## src/sv/srt_pkg.sv

```systemverilog
// Shared types and constants for the sorted range table floor lookup core.
// Holds table geometry, command and status codes, and inter-module structs.
// No dependencies.
`default_nettype none

package srt_pkg;

    // table geometry
    localparam int TABLE_DEPTH = 1024;
    localparam int IDX_W       = $clog2(TABLE_DEPTH);
    localparam int CNT_W       = $clog2(TABLE_DEPTH + 1);

    // field widths
    localparam int CMD_W      = 2;
    localparam int ADDR_W     = 32;
    localparam int REGION_W   = 10;
    localparam int STATUS_W   = 2;
    localparam int S_TDATA_W  = 32;
    localparam int M_TDATA_W  = 80;

    // command codes
    localparam logic [CMD_W-1:0] CMD_CLEAR  = 2'd0;
    localparam logic [CMD_W-1:0] CMD_APPEND = 2'd1;
    localparam logic [CMD_W-1:0] CMD_LOOKUP = 2'd2;

    // status codes
    localparam logic [STATUS_W-1:0] STAT_OK    = 2'd0;
    localparam logic [STATUS_W-1:0] STAT_FULL  = 2'd1;
    localparam logic [STATUS_W-1:0] STAT_ORDER = 2'd2;

    typedef enum logic [1:0] {
        ST_IDLE,
        ST_STEP,
        ST_RESP
    } ctrl_state_t;

    // table memory access from the controller
    typedef struct packed {
        logic              we;
        logic [IDX_W-1:0]  waddr;
        logic [ADDR_W-1:0] wdata;
        logic              re;
        logic [IDX_W-1:0]  raddr;
    } ram_req_t;

    // one finished result
    typedef struct packed {
        logic                found;
        logic [REGION_W-1:0] region_index;
        logic [ADDR_W-1:0]   range_low;
        logic [ADDR_W-1:0]   range_high;
        logic [STATUS_W-1:0] status;
    } result_t;

endpackage

`default_nettype wire

```

## src/sv/srt_ctrl.sv

```systemverilog
// Command sequencer: table bookkeeping, appends and the binary search.
// Depends on srt_pkg; drives the table memory through a ram_req_t.
`default_nettype none

module srt_ctrl (
    input  wire logic                         aclk,
    input  wire logic                         aresetn,
    input  wire logic                         in_valid,
    output logic                              in_ready,
    input  wire logic [srt_pkg::CMD_W-1:0]    in_cmd,
    input  wire logic [srt_pkg::ADDR_W-1:0]   in_addr,
    output srt_pkg::ram_req_t                 ram_req,
    input  wire logic [srt_pkg::ADDR_W-1:0]   ram_rdata,
    output logic                              res_valid,
    input  wire logic                         res_free,
    output srt_pkg::result_t                  res
);

    import srt_pkg::*;

    // upper middle of [lo, hi]
    function automatic logic [IDX_W-1:0] mid_of(input logic [IDX_W-1:0] lo,
                                                input logic [IDX_W-1:0] hi);
        logic [CNT_W-1:0] span;
        span = CNT_W'(hi) - CNT_W'(lo) + CNT_W'(1);
        return lo + IDX_W'(span >> 1);
    endfunction

    ctrl_state_t         state_reg,  state_next;
    logic [CNT_W-1:0]    count_reg,  count_next;
    logic [ADDR_W-1:0]   first_reg,  first_next;
    logic [ADDR_W-1:0]   last_reg,   last_next;
    logic [ADDR_W-1:0]   addr_reg,   addr_next;
    logic [IDX_W-1:0]    lo_reg,     lo_next;
    logic [IDX_W-1:0]    hi_reg,     hi_next;
    logic [IDX_W-1:0]    mid_reg,    mid_next;
    logic                found_reg,  found_next;
    logic [STATUS_W-1:0] status_reg, status_next;

    logic             accept;
    logic             table_full;
    logic [IDX_W-1:0] step_lo;
    logic [IDX_W-1:0] step_hi;
    logic [IDX_W-1:0] init_hi;

    assign accept     = in_valid && in_ready;
    assign table_full = (count_reg >= CNT_W'(TABLE_DEPTH));
    assign init_hi    = IDX_W'(count_reg - CNT_W'(1));

    // narrow the search window from the entry just read
    always_comb begin
        if (ram_rdata <= addr_reg) begin
            step_lo = mid_reg;
            step_hi = hi_reg;
        end else begin
            step_lo = lo_reg;
            step_hi = mid_reg - IDX_W'(1);
        end
    end

    // state registers
    always_ff @(posedge aclk) begin
        if (!aresetn) begin
            state_reg <= ST_IDLE;
            count_reg <= '0;
        end else begin
            state_reg <= state_next;
            count_reg <= count_next;
        end
    end

    // payload registers
    always_ff @(posedge aclk) begin
        first_reg  <= first_next;
        last_reg   <= last_next;
        addr_reg   <= addr_next;
        lo_reg     <= lo_next;
        hi_reg     <= hi_next;
        mid_reg    <= mid_next;
        found_reg  <= found_next;
        status_reg <= status_next;
    end

    // next state and outputs
    always_comb begin
        state_next  = state_reg;
        count_next  = count_reg;
        first_next  = first_reg;
        last_next   = last_reg;
        addr_next   = addr_reg;
        lo_next     = lo_reg;
        hi_next     = hi_reg;
        mid_next    = mid_reg;
        found_next  = found_reg;
        status_next = status_reg;
        in_ready    = 1'b0;
        res_valid   = 1'b0;
        ram_req     = '0;

        case (state_reg)
            ST_IDLE: begin
                // no item is taken while reset is held
                in_ready = aresetn;
                if (accept) begin
                    found_next  = 1'b0;
                    status_next = STAT_OK;
                    lo_next     = '0;
                    addr_next   = in_addr;
                    state_next  = ST_RESP;
                    if (in_cmd == CMD_CLEAR) begin
                        count_next = '0;
                    end else if (in_cmd == CMD_APPEND) begin
                        if (table_full) begin
                            status_next = STAT_FULL;
                        end else if (count_reg != '0 && in_addr <= last_reg) begin
                            status_next = STAT_ORDER;
                        end else begin
                            ram_req.we    = 1'b1;
                            ram_req.waddr = IDX_W'(count_reg);
                            ram_req.wdata = in_addr;
                            if (count_reg == '0) begin
                                first_next = in_addr;
                            end
                            last_next  = in_addr;
                            count_next = count_reg + CNT_W'(1);
                        end
                    end else if (in_cmd == CMD_LOOKUP) begin
                        if (count_reg != '0 && first_reg <= in_addr) begin
                            found_next = 1'b1;
                            hi_next    = init_hi;
                            if (init_hi != '0) begin
                                ram_req.re    = 1'b1;
                                ram_req.raddr = mid_of('0, init_hi);
                                mid_next      = mid_of('0, init_hi);
                                state_next    = ST_STEP;
                            end
                        end
                    end
                end
            end
            ST_STEP: begin
                lo_next = step_lo;
                hi_next = step_hi;
                if (step_lo < step_hi) begin
                    ram_req.re    = 1'b1;
                    ram_req.raddr = mid_of(step_lo, step_hi);
                    mid_next      = mid_of(step_lo, step_hi);
                end else begin
                    state_next = ST_RESP;
                end
            end
            ST_RESP: begin
                res_valid = 1'b1;
                if (res_free) begin
                    state_next = ST_IDLE;
                end
            end
            default: begin
                state_next = ST_IDLE;
            end
        endcase
    end

    // result fields from the table state after the item
    always_comb begin
        res.found        = found_reg;
        res.region_index = REGION_W'(lo_reg);
        res.range_low    = (count_reg != '0) ? first_reg : '0;
        res.range_high   = (count_reg != '0) ? last_reg  : '0;
        res.status       = status_reg;
    end

    // entry count never passes the table depth
    a_count_bound: assert property (@(posedge aclk) disable iff (!aresetn)
        count_reg <= CNT_W'(TABLE_DEPTH))
        else $error("entry count beyond table depth");

    // every search step has a nonempty window with mid inside it
    a_step_window: assert property (@(posedge aclk) disable iff (!aresetn)
        state_reg == ST_STEP |-> (lo_reg < hi_reg && mid_reg > lo_reg && mid_reg <= hi_reg))
        else $error("search window malformed");

    // each step consumes a read issued in the previous cycle
    a_step_read: assert property (@(posedge aclk) disable iff (!aresetn)
        state_reg == ST_STEP |-> $past(ram_req.re))
        else $error("search step without a table read");

    // a valid append grows the table by one
    a_append_grow: assert property (@(posedge aclk) disable iff (!aresetn)
        (accept && in_cmd == CMD_APPEND && !table_full
         && (count_reg == '0 || in_addr > last_reg))
        |=> count_reg == $past(count_reg) + CNT_W'(1))
        else $error("append did not grow the table");

    // a found result needs a nonempty table
    a_found_nonempty: assert property (@(posedge aclk) disable iff (!aresetn)
        (res_valid && found_reg) |-> count_reg != '0)
        else $error("found reported on empty table");

endmodule

`default_nettype wire

```

## config.mk

```make
export PLATFORM = sky130hd
export DESIGN_NAME = srt_ctrl
export DESIGN_NICKNAME = d
export VERILOG_FILES = /design/src/sv/srt_pkg.sv /design/src/sv/srt_ctrl.sv
export SDC_FILE = /design/constraint.sdc
export NUM_CORES = 1
export LEC_CHECK = 0
export BUFFER_PORTS_ARGS = -buffer_cell sky130_fd_sc_hd__buf_2
export CORE_MARGIN = 5
export CORE_UTILIZATION = 25
export DETAILED_ROUTE_END_ITERATION = 10
export MAX_ROUTING_LAYER = met4
export PLACE_DENSITY = 0.51
export SLEW_MARGIN = 30
export SYNTH_ARGS = -nofsm -noshare
export SYNTH_HDL_FRONTEND = slang
export SYNTH_SLANG_ARGS = --single-unit
```

## constraint.sdc

```tcl
create_clock -name aclk -period 6.3 [get_ports aclk]
set_clock_uncertainty 0.05 [all_clocks]
set_input_delay 0.63 -clock aclk [delete_from_list [all_inputs] [get_ports aclk]]
set_output_delay 0.63 -clock aclk [all_outputs]
set_load 0.01 [all_outputs]
```

==> impl_metrics.csv <==
group,metric,value,unit
finish,layout-drive-gt1-share,30.6,%
setup_path,path_buf_inv,6,
place,gp_congestion,0.862,
sta,setup_ws,0.0962,ns
sta,min_period_over_period,98.5,%
clock_tree,cts_buffers,17,
synthesis,synth_area,0.00988,mm²
synthesis,synth_largest_area_cell,"edfxtp_1",
power,vdd_drop_max,0.000186,V
finish,nets,1505,
detailed_routing,detail-route-antenna-nets,0,
clock_tree,htreeDepth,4,
setup_path,cpLargestDelayFamily,"compound AO/OA/AOI/OAI gates",
floorplanning,die-width,209,µm
synthesis,synth-compound-area-share,11.2,%
synthesis,synth_top_family_by_area,"adder cells",
global_route,grt_pass1_wl,49.0,mm
clock_tree,worst_skew_pair.late_latency,0.44,ns
clock_tree,clock_sinks,142,
synthesis,syn_avg_cell_area,9.76,µm²
synthesis,async_flop_share,0,%
place,place_ws,-0.249,ns
setup_path,critPathMaxFanout,5,
setup_path,path_class,"reg2out",
synthesis,synthMuxAreaShare,2.63,%
power,cellPowerDensity,224,mW/mm²
detailed_routing,drc,0,
floorplanning,ioPinCount,203,
clock_tree,clk_pin_slew,0.06,ns
synthesis,yosysTopAreaCellShare,39.2,%
detailed_routing,drt_iter0_markers,413,
sta,slew_viol_final,0,
sta,fin_crit,6.20,ns
hold_path,hold_path.class,"in2reg",
sta,maxSlewHeadroom,38.7,%
synthesis,yosysWarnings,0,
sta,hold_viol_final,0,
floorplanning,die_y,209,µm
setup_path,end_kind,"output pin",
floorplanning,core,0.0389,mm²
setup_path,max_stage_delay,0.41,ns
setup_path,startpoint_type,"flip-flop",
synthesis,ys_ff_latch,142,
setup_path,worstPathArrival,5.52,ns
setup_path,slowest_stage,"fa_2",
global_route,grt_antenna_before_repair,4,
synthesis,synth-edff-count,129,
sta,timing.fmax,161,MHz
synthesis,synth-xor-area-share,3.90,%
power,leakagePower,6.20,nW
detailed_routing,vias_per_cell,4.52,
synthesis,syn_nets,1219,
clock_tree,cts_tree,"done",
finish,final_common_cell,"buf_2",
detailed_routing,wire_per_inst,17.4,µm
finish,fill_cells,4041,
synthesis,synthAdderAreaFrac,17.5,%
floorplanning,rows,72,
sta,worstMarginPinSlew,0.919,ns
global_route,grt_use_total,14.7,%
sta,rsz0062_at_grt,"true",
finish,final_cell_mix,"203 x buf_2, 129 x edfxtp_1, 127 x inv_1, 125 x ha_1, 94 x buf_4",
floorplanning,die-area,0.0436,mm²
sta,setup_viol,0,
synthesis,synth_cells,1013,
floorplanning,start_util,25.4,%
detailed_routing,vias,8295,
finish,utilization,33.8,%
global_route,grt_max_degree,41,
place,portBuffers,202,
setup_path,cp.required,5.62,ns
run,cap_violations,0,
clock_tree,ctsLongestPathBuffers,2,
synthesis,synth_area_leaders,"edfxtp_1 39%, ha_1 17%, inv_1 5.1%",
status,outcome,"completed",
global_route,grt_pass1_vias,8657,
detailed_routing,wirelength,31.9,mm
place,dpl.hpwl,24.8,mm
synthesis,synthFlopType,"edfxtp_1",
global_route,grt.overflow.total,0,
synthesis,synth-seq-area-share,41.8,%
detailed_routing,drt_first_pass_iters,5,
synthesis,synth-simple-area-share,16.3,%
finish,area_growth,32.9,%
clock_tree,root_buffer,"clkbuf_16",
synthesis,synth.distinct_cells,62,
-- path summary, 6_finish.rpt --
kind,start,end,slack [ns],cells after the start
hold / removal,in_addr[17],first_reg[17],0.39,1
setup / recovery,addr_reg[10],ram_req[9],0.1,25
hold reg to reg,count_reg[7],count_reg[7],0.53,2
setup reg to reg,addr_reg[10],mid_reg[9],1.03,25
-- power by group --
group	switching [mW]	total (mW)	internal [mW]
sequential	0.00879	1.06	1.05
combinational	0.430	0.866	0.436
clock	0.430	1.02	0.586
-- cells in the mapped netlist (6+ instances only) --
| cell type | n |
|---|---|
| a21o_1 | 26 |
| a21oi_1 | 70 |
| and2_1 | 39 |
| clkbuf_1 | 29 |
| dfxtp_1 | 13 |
| edfxtp_1 | 129 |
| ha_1 | 134 |
| inv_1 | 135 |
| mux2i_1 | 22 |
| nand2_1 | 46 |
| nand2b_1 | 8 |
| nand3_1 | 15 |
| nand4_1 | 26 |
| nor2_1 | 90 |
| nor2b_1 | 10 |
| nor3_1 | 49 |
| nor4_1 | 6 |
| o21ai_0 | 26 |
| o22ai_1 | 10 |
| o31ai_1 | 7 |
| or3_1 | 6 |
| or4_1 | 8 |
| xnor2_1 | 34 |
| xor2_1 | 10 |
-- layout make-up --
| cell class | count | area (µm²) | area share, % |
|---|---|---|---|
| Timing Repair Buffer | 301 | 1790 | 13.6 |
| Clock inverter | 12 | 134 | 1.02 |
| Antenna cell | 5 | 12.5 | 0.0953 |
| Tap cell | 518 | 648 | 4.93 |
| Sequential cell | 142 | 4130 | 31.5 |
| Clock buffer | 20 | 437 | 3.32 |
| Multi-Input combinational cell | 701 | 5470 | 41.6 |
| Inverter | 136 | 513 | 3.91 |
-- cell families after synthesis --
kind of cell,after synthesis
AND/OR/NAND/NOR,320
AO/OA/AOI/OAI,175
buffers and inverters,170
flip-flops,142
adder cells (fa/ha/maj),137
XOR/XNOR,44
multiplexers,25
-- per-stage QoR --
stage,power [mW],hold slack [ns],cells,TNS [ns],area (µm²)
after global placement,1.81,0.496,1783,-0.323,12100
after detailed placement,1.81,0.528,1784,-0.546,12100
after floorplan,1.50,0.439,1013,0,9880
after global routing,3.10,0.370,1834,-0.559,13100
after CTS,2.91,0.362,1826,0,12900
final,2.94,0.391,1835,0,13100
-- per-layer routing --
layer	part of all wire, %	track usage [%]
met5	0	-
met4	1.8	3.98
met3	4.8	3.36
met2	46	23.1
met1	47	19.3
-- what timing repair did --
item | CTS | global route
endpoints found under the setup margin | 5 | 5
pin swaps | 26 | 31
gates cloned | 1 | 0
setup buffers | 10 | 6
hold buffers | 0 | 0
gates resized for setup | 28 | 43
Note: power is estimated with default switching activity, not from simulation.
